File: src/sv/nhe_pkg.sv
`timescale 1ns / 1ps

package nhe_pkg;

  // Default bound on log2 of the stripe length.
  localparam int MAX_LOG2_BYTES_DEF = 9;

  // Register reset: largest stripe.
  localparam logic [3:0] LOG2_RESET = 4'd9;

  // Nibble parity table and the column masks of one byte.
  localparam logic [15:0] PARITY_LUT = 16'h6996;
  localparam logic [7:0]  COL_MASK0  = 8'h55;
  localparam logic [7:0]  COL_MASK1  = 8'h33;
  localparam logic [7:0]  COL_MASK2  = 8'h0f;

  typedef enum logic [1:0] {
    STATUS_OK     = 2'd0,
    STATUS_SINGLE = 2'd1,
    STATUS_MULTI  = 2'd2
  } status_t;

  // Control from the pipeline to the accumulator.
  typedef struct packed {
    logic       fire;
    logic [3:0] log2_eff;
  } nhe_ctl_t;

  function automatic logic parity8(input logic [7:0] v);
    logic [3:0] n;
    n = v[7:4] ^ v[3:0];
    return PARITY_LUT[n];
  endfunction

  // Column parities: even bit over positions with address bit 0, odd over 1.
  function automatic logic [5:0] column_ecc(input logic [7:0] b);
    logic [5:0] r;
    r[0] = parity8(b & COL_MASK0);
    r[1] = parity8(b & ~COL_MASK0);
    r[2] = parity8(b & COL_MASK1);
    r[3] = parity8(b & ~COL_MASK1);
    r[4] = parity8(b & COL_MASK2);
    r[5] = parity8(b & ~COL_MASK2);
    return r;
  endfunction

endpackage

File: src/sv/nhe_accum.sv
`timescale 1ns / 1ps

module nhe_accum #(
  parameter int MAX_LOG2_BYTES = nhe_pkg::MAX_LOG2_BYTES_DEF,
  parameter int ACC_W          = 2 * (MAX_LOG2_BYTES + 3),
  parameter int CNT_W          = (MAX_LOG2_BYTES > 0) ? MAX_LOG2_BYTES : 1
) (
  input  logic                  clk,
  input  logic                  rst,
  input  nhe_pkg::nhe_ctl_t     ctl,
  input  logic [7:0]            data_byte,
  output logic [ACC_W-1:0]      acc_next,
  output logic                  is_last
);

  logic [CNT_W-1:0] byte_count;
  logic [ACC_W-1:0] ecc_accumulator;
  logic [CNT_W-1:0] last_index;
  logic             row_par;

  always_comb begin
    for (int i = 0; i < CNT_W; i++) begin
      last_index[i] = (i < int'(ctl.log2_eff));
    end
    is_last = (byte_count >= last_index);
  end

  // Fold the column parities and, for an odd byte, every row pair.
  always_comb begin
    row_par  = nhe_pkg::parity8(data_byte);
    acc_next = ecc_accumulator;
    acc_next[5:0] = ecc_accumulator[5:0] ^ nhe_pkg::column_ecc(data_byte);
    for (int a = 0; a < MAX_LOG2_BYTES; a++) begin
      if (row_par) begin
        if (byte_count[a]) begin
          acc_next[2 * (a + 3) + 1] = ~ecc_accumulator[2 * (a + 3) + 1];
        end else begin
          acc_next[2 * (a + 3)] = ~ecc_accumulator[2 * (a + 3)];
        end
      end
    end
  end

  always_ff @(posedge clk) begin
    if (rst) begin
      byte_count      <= '0;
      ecc_accumulator <= '0;
    end else if (ctl.fire) begin
      if (is_last) begin
        byte_count      <= '0;
        ecc_accumulator <= '0;
      end else begin
        byte_count      <= byte_count + 1'b1;
        ecc_accumulator <= acc_next;
      end
    end
  end

endmodule

File: src/sv/nhe_decode.sv
`timescale 1ns / 1ps

module nhe_decode #(
  parameter int MAX_LOG2_BYTES = nhe_pkg::MAX_LOG2_BYTES_DEF,
  parameter int NPAIRS         = MAX_LOG2_BYTES + 3,
  parameter int ACC_W          = 2 * NPAIRS
) (
  input  logic [ACC_W-1:0]  acc,
  input  logic [23:0]       stored_ecc,
  input  logic [3:0]        log2_eff,
  output logic [23:0]       computed_ecc,
  output nhe_pkg::status_t  status,
  output logic [8:0]        error_byte,
  output logic [2:0]        error_bit
);

  logic [ACC_W-1:0]    used;
  logic [ACC_W-1:0]    comp;
  logic [ACC_W-1:0]    diff;
  logic [ACC_W+23:0]   stored_ext;
  logic [ACC_W+23:0]   comp_ext;
  logic [NPAIRS-1:0]   loc;
  logic [NPAIRS+8:0]   loc_ext;
  logic                bad;

  always_comb begin
    for (int j = 0; j < ACC_W; j++) begin
      used[j] = (j < 2 * (int'(log2_eff) + 3));
    end
    stored_ext = {{ACC_W{1'b0}}, stored_ecc};
    comp       = acc & used;
    diff       = comp ^ (stored_ext[ACC_W-1:0] & used);
    comp_ext   = {24'b0, comp};
    computed_ecc = comp_ext[23:0];
  end

  // A usable syndrome has exactly one bit set in every used pair.
  always_comb begin
    bad = 1'b0;
    for (int p = 0; p < NPAIRS; p++) begin
      loc[p] = (p < int'(log2_eff) + 3) && (diff[2 * p +: 2] == 2'b10);
      if ((p < int'(log2_eff) + 3) &&
          ((diff[2 * p +: 2] == 2'b00) || (diff[2 * p +: 2] == 2'b11))) begin
        bad = 1'b1;
      end
    end
    if (diff == '0) begin
      status = nhe_pkg::STATUS_OK;
    end else if (bad) begin
      status = nhe_pkg::STATUS_MULTI;
    end else begin
      status = nhe_pkg::STATUS_SINGLE;
    end
    loc_ext    = (status == nhe_pkg::STATUS_SINGLE) ? {9'b0, loc} : '0;
    error_byte = loc_ext[11:3];
    error_bit  = loc_ext[2:0];
  end

endmodule

File: src/sv/nand_hamming_ecc_check_top.sv
`timescale 1ns / 1ps

// NAND Hamming ECC checker. Feed the bytes of a stripe in address order, one
// request per byte on the in channel; the stripe holds 2^cfg_wr_data bytes
// (values above MAX_LOG2_BYTES act as the bound). The block takes one byte
// every cycle and keeps doing so while a result waits on a stalled out
// channel, until its input register is also full. The last byte of each
// stripe yields one result request through the input and result registers,
// once the result register is free: the
// computed ECC (pair p in bits 2p and 2p+1, unused pairs zero), a status of
// no error, single bit error or uncorrectable, and for a single error the
// byte index and bit to flip. Only the stored_ecc that comes with the last
// byte is used. The rate is set by the XOR update of the running parity
// accumulator. Write the size register only while no stripe is in flight.

module nand_hamming_ecc_check_top #(
  parameter int MAX_LOG2_BYTES = nhe_pkg::MAX_LOG2_BYTES_DEF
) (
  input  logic        clk,
  input  logic        rst,
  input  logic        cfg_wr_en,
  input  logic [3:0]  cfg_wr_data,
  input  logic        in_valid,
  output logic        in_stall,
  input  logic [7:0]  data_byte,
  input  logic [23:0] stored_ecc,
  output logic        out_valid,
  input  logic        out_stall,
  output logic [23:0] computed_ecc,
  output logic [1:0]  status,
  output logic [8:0]  error_byte,
  output logic [2:0]  error_bit
);

  localparam int NPAIRS = MAX_LOG2_BYTES + 3;
  localparam int ACC_W  = 2 * NPAIRS;

  // Size register, clamped to the bound.
  logic [3:0]  log2_stripe_bytes;
  logic [3:0]  log2_eff;

  // Input register.
  logic        s1_valid;
  logic [7:0]  s1_byte;
  logic [23:0] s1_stored;

  logic        s2_ready;
  logic        s1_load;

  nhe_pkg::nhe_ctl_t ctl;
  logic [ACC_W-1:0]  acc_next;
  logic              is_last;

  logic [23:0]       dec_ecc;
  nhe_pkg::status_t  dec_status;
  logic [8:0]        dec_byte;
  logic [2:0]        dec_bit;

  always_ff @(posedge clk) begin
    if (rst) begin
      log2_stripe_bytes <= nhe_pkg::LOG2_RESET;
    end else if (cfg_wr_en) begin
      log2_stripe_bytes <= cfg_wr_data;
    end
  end

  assign log2_eff = (32'(log2_stripe_bytes) > 32'(MAX_LOG2_BYTES)) ?
                    4'(MAX_LOG2_BYTES) : log2_stripe_bytes;

  // The result stage moves when the output register is empty or being taken.
  assign s2_ready = !out_valid || !out_stall;
  assign in_stall = s1_valid && !s2_ready;
  assign s1_load  = in_valid && !in_stall;

  always_ff @(posedge clk) begin
    if (rst) begin
      s1_valid <= 1'b0;
    end else if (s2_ready || !s1_valid) begin
      s1_valid <= in_valid;
    end
  end

  // Hold the payload while the request waits.
  always_ff @(posedge clk) begin
    if (s1_load) begin
      s1_byte   <= data_byte;
      s1_stored <= stored_ecc;
    end
  end

  assign ctl.fire     = s1_valid && s2_ready;
  assign ctl.log2_eff = log2_eff;

  nhe_accum #(
    .MAX_LOG2_BYTES (MAX_LOG2_BYTES),
    .ACC_W          (ACC_W)
  ) u_accum (
    .clk       (clk),
    .rst       (rst),
    .ctl       (ctl),
    .data_byte (s1_byte),
    .acc_next  (acc_next),
    .is_last   (is_last)
  );

  nhe_decode #(
    .MAX_LOG2_BYTES (MAX_LOG2_BYTES),
    .NPAIRS         (NPAIRS),
    .ACC_W          (ACC_W)
  ) u_decode (
    .acc          (acc_next),
    .stored_ecc   (s1_stored),
    .log2_eff     (log2_eff),
    .computed_ecc (dec_ecc),
    .status       (dec_status),
    .error_byte   (dec_byte),
    .error_bit    (dec_bit)
  );

  // Result register: load on the last byte, drop once taken.
  always_ff @(posedge clk) begin
    if (rst) begin
      out_valid <= 1'b0;
    end else if (s2_ready) begin
      out_valid <= s1_valid && is_last;
    end
  end

  always_ff @(posedge clk) begin
    if (ctl.fire && is_last) begin
      computed_ecc <= dec_ecc;
      status       <= dec_status;
      error_byte   <= dec_byte;
      error_bit    <= dec_bit;
    end
  end

`ifndef SYNTHESIS
  // A stall is raised only for a full input register.
  a_stall_needs_item: assert property (@(posedge clk) disable iff (rst)
    in_stall |-> s1_valid)
    else $error("input stalled with empty input register");

  // A byte blocked at the result stage is kept.
  a_item_kept: assert property (@(posedge clk) disable iff (rst)
    (s1_valid && !s2_ready) |=> s1_valid)
    else $error("blocked byte lost");

  // No location is reported unless the error is single.
  a_loc_only_single: assert property (@(posedge clk) disable iff (rst)
    (out_valid && (status != 2'(nhe_pkg::STATUS_SINGLE))) |->
      (error_byte == 9'd0 && error_bit == 3'd0))
    else $error("error location without single error");

  // Status never carries the unused code.
  a_status_code: assert property (@(posedge clk) disable iff (rst)
    out_valid |-> (status != 2'd3))
    else $error("invalid status code");
`endif

endmodule

File: config.mk
export PLATFORM = sky130hd
export DESIGN_NAME = nand_hamming_ecc_check_top
export DESIGN_NICKNAME = d
export VERILOG_FILES = /design/src/sv/nhe_pkg.sv /design/src/sv/nhe_accum.sv /design/src/sv/nhe_decode.sv /design/src/sv/nand_hamming_ecc_check_top.sv
export SDC_FILE = /design/constraint.sdc
export NUM_CORES = 1
export LEC_CHECK = 0
export BUFFER_PORTS_ARGS = -buffer_cell sky130_fd_sc_hd__buf_4
export CAP_MARGIN = 20
export CORE_AREA = 5 5 132 134
export CTS_CLUSTER_SIZE = 30
export DETAILED_ROUTE_END_ITERATION = 10
export DIE_AREA = 0 0 137 139
export PLACE_DENSITY = 0.7
export SKIP_LAST_GASP = 1
export SYNTH_ARGS = -nofsm -noshare
export SYNTH_HDL_FRONTEND = slang
export SYNTH_SLANG_ARGS = --single-unit
File: constraint.sdc
create_clock -name clk -period 4.85 [get_ports clk]
set_clock_uncertainty 0.2 [all_clocks]
set_input_delay 0.7275 -clock clk [delete_from_list [all_inputs] [get_ports clk]]
set_output_delay 0.7275 -clock clk [all_outputs]
set_load 0.005 [all_outputs]
# Yosys cells after proc, flatten, opt, wreduce, memory -nomap -nowiden
# Memory sizes are Yosys's and may differ from the RTL's. A register that Yosys moved wholly into a read port is not among the register bits.
# Cells that the tools add are included.
# W data, S select, Z words.
# word_totals
register_bits,109
latchBits,0
ramBits,0
mem_bits_ro,112
in_bits,41
output_inout_bits,40
elab_cells,240
n_memories,7
# mem_list
name,depth,word_bits,rd,rd_ports_with_merged_regs,write_ports,line_no,rtl
(name not given),16,1,1,0,0,nhe_pkg.sv:32,return PARITY_LUT[n];
(name not given),16,1,1,0,0,nhe_pkg.sv:32,
(name not given),16,1,1,0,0,nhe_pkg.sv:32,
(name not given),16,1,1,0,0,nhe_pkg.sv:32,
(name not given),16,1,1,0,0,nhe_pkg.sv:32,
(name not given),16,1,1,1,0,nhe_pkg.sv:32,
1 more memories,n/a,n/a,n/a,n/a,n/a,n/a,
# op_classes
add_sub_neg,2
multipliers,0
n_div,0
n_lt_le_gt_ge,54
eq_ne,25
shift,0
mux,53
n_bitwise,27
n_reduce_logical,61
# ops
cell,n
$lt A5 B32 Y1 const A,12
$lt A6 B32 Y1 const A,8
$lt A4 B32 Y1 const A,4
$lt A3 B32 Y1 const A,2
$and A24 B24 Y24,2
$eq A2 B2 Y1 const B,24
$mux W1,37
$lt A4 B5 Y1 const B,7
$lt A1 B32 Y1 const A,1
$lt A2 B32 Y1 const A,1
$logic_and A1 B1 Y1,29
$logic_not A2 Y1,12
$logic_not A24 Y1,1
$lt A3 B6 Y1 const A,4
$mux W24,1
$xor A24 B24 Y24,1
$mux W2,11
$not A1 Y1,18
$lt A3 B4 Y1 const A,4
$logic_or A1 B1 Y1,14
$lt A1 B6 Y1 const A,2
$lt A2 B6 Y1 const A,2
$mux W4,3
$xor A4 B4 Y4,3
other kinds (13),19

# Logic depth before layout (Yosys ltp)
# logic_depth
word_depth,24
mapped_depth,19
ltp_nobuf,16

# Cells and area by module
# A second synthesis with hierarchy kept.
# hier_totals
hier_cells,595
area_unflattened_um2,6137.1
# modules_own_cells
module,instances,cells_per_inst,area_per_inst_um2
nand_hamming_ecc_check_top,1,99,2352.3
nhe_accum,1,273,2199.6
nhe_decode,1,223,1585.3

# Worst setup path before layout
# Ideal clock, no wire load.
# synth_timing
kind,register to register
from,register log2_stripe_bytes[2]
to,register u_accum.ecc_accumulator[11]
setup_time_ns,0.061
t_arrival_ns,4.104
required_time_ns,4.589
setup_slack_ns,0.485
path_stages_with_launch,17
path_cell_list,dfxtp_1 clkbuf_1 or2_2 a21oi_1 ha_1 buf_2 inv_1 a21oi_1 ha_1 a211o_1 o211ai_1 o311a_1 nor2_1 nand2_1 clkinv_1 a31oi_1 a32o_1
# synth_between
elab_chain_cells,5
# synth_rtl
element,line_no,rtl
start: declaration,nand_hamming_ecc_check_top.sv:39,logic [3:0] log2_stripe_bytes;
start signal: assignment,nand_hamming_ecc_check_top.sv:61,log2_stripe_bytes <= nhe_pkg::LOG2_RESET;
start signal: assignment,nand_hamming_ecc_check_top.sv:63,log2_stripe_bytes <= cfg_wr_data;
$gt A4 B4 Y1,nand_hamming_ecc_check_top.sv:67,assign log2_eff = (32'(log2_stripe_bytes) > 32'(MAX_LOG2_BYTES)) ?
$mux W4 (*),nand_hamming_ecc_check_top.sv:67,
$lt A1 B4 Y1 (tied with other cells),nhe_accum.sv:23,last_index[i] = (i < int'(ctl.log2_eff));
$ge A9 B9 Y1 (*),nhe_accum.sv:25,is_last = (byte_count >= last_index);
$mux W24 (*),nhe_accum.sv:49,if (is_last) begin
end signal: assignment,nhe_accum.sv:54,ecc_accumulator <= acc_next;
end: declaration,nhe_accum.sv:17,logic [ACC_W-1:0] ecc_accumulator;
# Every way passes the cells marked *; elsewhere a longest branch is shown, timed or not.
# A chain may end at the register's enable or synchronous reset.

# Worst setup path after layout
# layout_timing
from,register log2_stripe_bytes[1]
to,register error_byte[6] (data pin)
# layout_between
elab_chain_cells,24
# layout_rtl
element,line_no,rtl
$gt A4 B4 Y1,nand_hamming_ecc_check_top.sv:67,
$mux W4 (*),nand_hamming_ecc_check_top.sv:67,
$add A4 B2 Y5 (*),"nhe_decode.sv:28, nhe_decode.sv:41, nhe_decode.sv:42",
$lt A1 B6 Y1,nhe_decode.sv:28,used[j] = (j < 2 * (int'(log2_eff) + 3));
"$and A24 B24 Y24, on equally long branches","nhe_decode.sv:31, nhe_decode.sv:32",
$xor A24 B24 Y24,nhe_decode.sv:32,diff = comp ^ (stored_ext[ACC_W-1:0] & used);
$eq A2 B2 Y1 / $logic_not A2 Y1 (equally long branches),nhe_decode.sv:43,((diff[2 * p +: 2] == 2'b00) || (diff[2 * p +: 2] == 2'b11))) begin
$logic_or A1 B1 Y1,nhe_decode.sv:43,
$logic_and A1 B1 Y1,nhe_decode.sv:42,if ((p < int'(log2_eff) + 3) &&
$mux W1 (12 in series),nhe_decode.sv:42,
$mux W2,nhe_decode.sv:49,end else if (bad) begin
$mux W2,nhe_decode.sv:47,if (diff == '0) begin
$eq A2 B1 Y1,nhe_decode.sv:54,"loc_ext = (status == nhe_pkg::STATUS_SINGLE) ? {9'b0, loc} : '0;"
end signal: assignment,nand_hamming_ecc_check_top.sv:133,error_byte <= dec_byte;
end: declaration,nand_hamming_ecc_check_top.sv:31,"output logic [8:0] error_byte,"
# Marks and branches as above.

==> results by group <==
Logic synthesis
  • YS warnings: 0
  • Top cell type's share of synthesized area: 33.6%
  • Post-synth ARST share: 0%
  • Primary FF master, synth: edfxtp_1
  • Sequential fraction of the synthesis area: a little under half
  • Cell count after synthesis: around 560
  • EDFF count, synth: 70
  • Top post-synthesis cells by count: edfxtp_1 (70), nor2_1 (69), dfxtp_1 (41)
  • FF+latch count, synth: around 110
  • Count of cell types in the netlist: 67
  • Post-synth top area cell: edfxtp_1
  • Top-count cell post-synth: edfxtp_1
  • Netlist Area Pre-Place: about 6300 µm²
  • Post-Syn Nets: 639
  • Avg Cell Area, Syn: roughly 11 µm²
  • Synth area leaders: edfxtp_1 (34%), dfxtp_1 (13%), ha_1 (7.4%), nor2_1 (4.1%), xnor2_1 (4.1%)

Worst setup path
  • Critical Path Sink Type: register
  • CP Max Fanout: 13
  • Crit path from: log2_stripe_bytes[1]$_SDFFE_PP0P_
  • Terminus of the critical flop-to-flop path: error_byte[6]$_SDFFCE_PP0P_
  • R2R setup slack: 0.48 ns
  • Setup crit start kind: register
  • WP data required: between 4 and 5 ns
  • Arr. time, crit path: 4.39 ns
  • R2R depth: 13
  • Critical register-to-register path startpoint: log2_stripe_bytes[1]$_SDFFE_PP0P_
  • Crit path kind: register to register

Timing
  • Worst rel slew slack: ~44%
  • Fmax: approximately 0.23 GHz
  • Final count of pins violating max slew: 0
  • Setup WS post-layout: ~0.48 ns
  • Minimum clock period after layout: about 4.4 ns
  • RSZ-0062 raised after global routing: false
  • Fin. Hold Viols: 0
  • Slew @ Worst Pin: between 0.8 and 0.9 ns
  • Final setup violation count: 0
  • Final Cycle Share: between 90% and 100%
  • Setup TNS: 0 ns

Place
  • Worst slack, placed: 0.337 ns
  • Post-placement cell count: 849
  • Buffers on Ports: 80
  • GPL Wtd Cong: about 0.90
  • Final HPWL DP: between 10000 and 15000 µm

GRT
  • Total grt overflow: 0
  • GRT Total Usage: 17.0%
  • First-pass GRT wire length: ~25000 µm
  • Vias in the first global route: about 4600
  • Initial antenna violation count: 0
  • Largest net degree at the start of global routing: 48

Clock network
  • Root Driver: clkbuf_16
  • Longest Clk Path Bufs: 2
  • H-tree depth: 3
  • Clk_lat worst skew: roughly 0.37 ns
  • Cts bufs inserted: 9
  • Clock transition at the registers of the reported paths: roughly 0.08 ns
  • CTS tree: built
  • Sink Count: 111

Route
  • Total number of vias: around 4500
  • Drt initial violations: 326
  • Detailed Route WL: roughly 16000 µm
  • Remaining antenna violation count after routing: 0
  • Average wire per standard cell: about 18 µm
  • Vias per cell: 5.21
  • Drt first pass iters: 4
  • DRC: 0

Layout
  • # diodes: 0
  • Fin nets: a little over 700
  • Post-Layout Cell Count: about 870
  • Layout cells sized above 1: 22.2%
  • Area Growth Syn to Fin: 18.7%
  • Fillcell total: 1528

Pwr
  • Peak supply drop: 183 µV
  • Leakage power: a little over 3 nW
  • Power Density: approximately 340 nW/µm²

Die
  • Count of boundary I/O pins: 81
  • Die X: 137 µm
  • Num rows: 47
  • Die area: about 19000 µm²
  • Initial core utilization: ~39%
  • Die Y: approximately 140 µm
  • Core footprint: between 15000 and 20000 µm²

Job
  • Max Cap Violations: 0

Min path
  • Hold Crit Class: register to register
  • Hold-critical path endpoint: u_accum.ecc_accumulator[3]$_SDFFE_PP0P_
  • Min-delay src: u_accum.ecc_accumulator[3]$_SDFFE_PP0P_
  • Hold Path Stages: 2

Outcome
  • Status: complete, no violations
==> kinds of logic (layout without fill, tap and decap cells) <==
logic type | count (synthesis) | in the layout | synth area share, %
multiplexers | 5 | 5 | 0.839
AND/OR/NAND/NOR | 196 | 196 | 16.2
adder cells (fa/ha/maj) | 37 | 37 | 7.39
XOR/XNOR | 67 | 67 | 14.5
flip-flops | 111 | 111 | 46.7
AO/OA/AOI/OAI | 103 | 103 | 11.6
buffers and inverters | 42 | 126 | 2.84
==> routing by layer <==
metal	vias to the layer above	part of all wire (%)	GRT usage, %
li1	2181	-	-
met1	2194	44	22.1
met2	114	50	28.2
met3	19	4.7	4.17
met4	0	1.6	4.15
met5	-	0	0
==> how the worst max path moves through the flow <==
stage / end / slack (ns)
floorplan: u_accum.ecc_accumulator[11]$_SDFFE_PP0P_ / 0.48
global placement: error_byte[6]$_SDFFCE_PP0P_ / 0.36
detailed placement: error_byte[6]$_SDFFCE_PP0P_ / 0.34
CTS: error_byte[6]$_SDFFCE_PP0P_ / 0.30
global route: error_byte[7]$_SDFFCE_PP0P_ / 0.06
finish: error_byte[6]$_SDFFCE_PP0P_ / 0.48
==> critical path, cell delays in order (launching register included) <==
cell	delay, ns
dfxtp_1	0.39
or2_2	0.33
a21oi_1	0.39
ha_1	0.45
nand2b_1	0.18
a21oi_1	0.37
nand2b_1	0.20
nor2_1	0.25
nor2_1	0.12
ha_1	0.33
a21oi_1	0.14
nand4_1	0.15
nor3_4	0.45
nor3b_2	0.25
==> registers in the layout, indices dropped and copies added (netlist names), named ones only <==
name / count
s1_valid: 1
error_byte: 9
computed_ecc: 24
error_bit: 3
out_valid: 1
log2_stripe_bytes: 4
u_accum.ecc_accumulator: 24
s1_stored: 24
s1_byte: 8
u_accum.byte_count: 9
status: 2
==> through the flow <==
step | total power, mW | cell area (µm²) | hold slack [ns] | utilization (%)
after floorplan | 1.62 | 6260 | 0.244 | -
after global placement | 1.81 | 7140 | 0.253 | 44.2
after detailed placement | 1.83 | 7140 | 0.273 | 44.2
after CTS | 2.57 | 7430 | 0.285 | 45.9
after global routing | 2.70 | 7440 | 0.310 | 46.0
final | 2.55 | 7440 | 0.282 | 46.0
==> power breakdown <==
group,switching [mW],internal [mW],leakage [nW]
combinational,0.403,0.322,1.93
clock,0.370,0.360,0.140
sequential,0.0365,1.06,1.03
total,0.810,1.74,3.10
==> timing repair <==
| action | CTS | global route |
|---|---|---|
| endpoints found under the setup margin | 0 | 13 |
| setup buffers | 0 | 0 |
| resized for setup | 0 | 1 |
| hold endpoints to repair | 0 | 0 |
| hold buffers | 0 | 0 |
==> cells in the final DEF, fill, tap and decap left out, drive strengths merged, types with 5 or more instances in the layout <==
cell	count
dfxtp	41
xor2	19
buf	95
nand2	29
or2	17
xnor2	32
and3	10
a32o	18
clkbuf	9
nand3	11
a31oi	16
edfxtp	70
nand2b	13
a21oi	17
ha	37
nor2	70
inv	17
o21ai	24
or3	8
nor3	14
xor3	9
nand4	5
xnor3	7
==> layout make-up <==
type / instances / area, µm² / share of cell area, %
repair buffers: 95 / 726 / 9.76
flip-flops and latches: 111 / 2920 / 39.3
inverters: 15 / 56.3 / 0.757
multi-input cells: 408 / 3170 / 42.6
well taps: 220 / 275 / 3.70
clock buffers: 9 / 225 / 3.03
clock inverters: 7 / 61.3 / 0.824
Note: power is estimated with default switching activity, not from simulation.
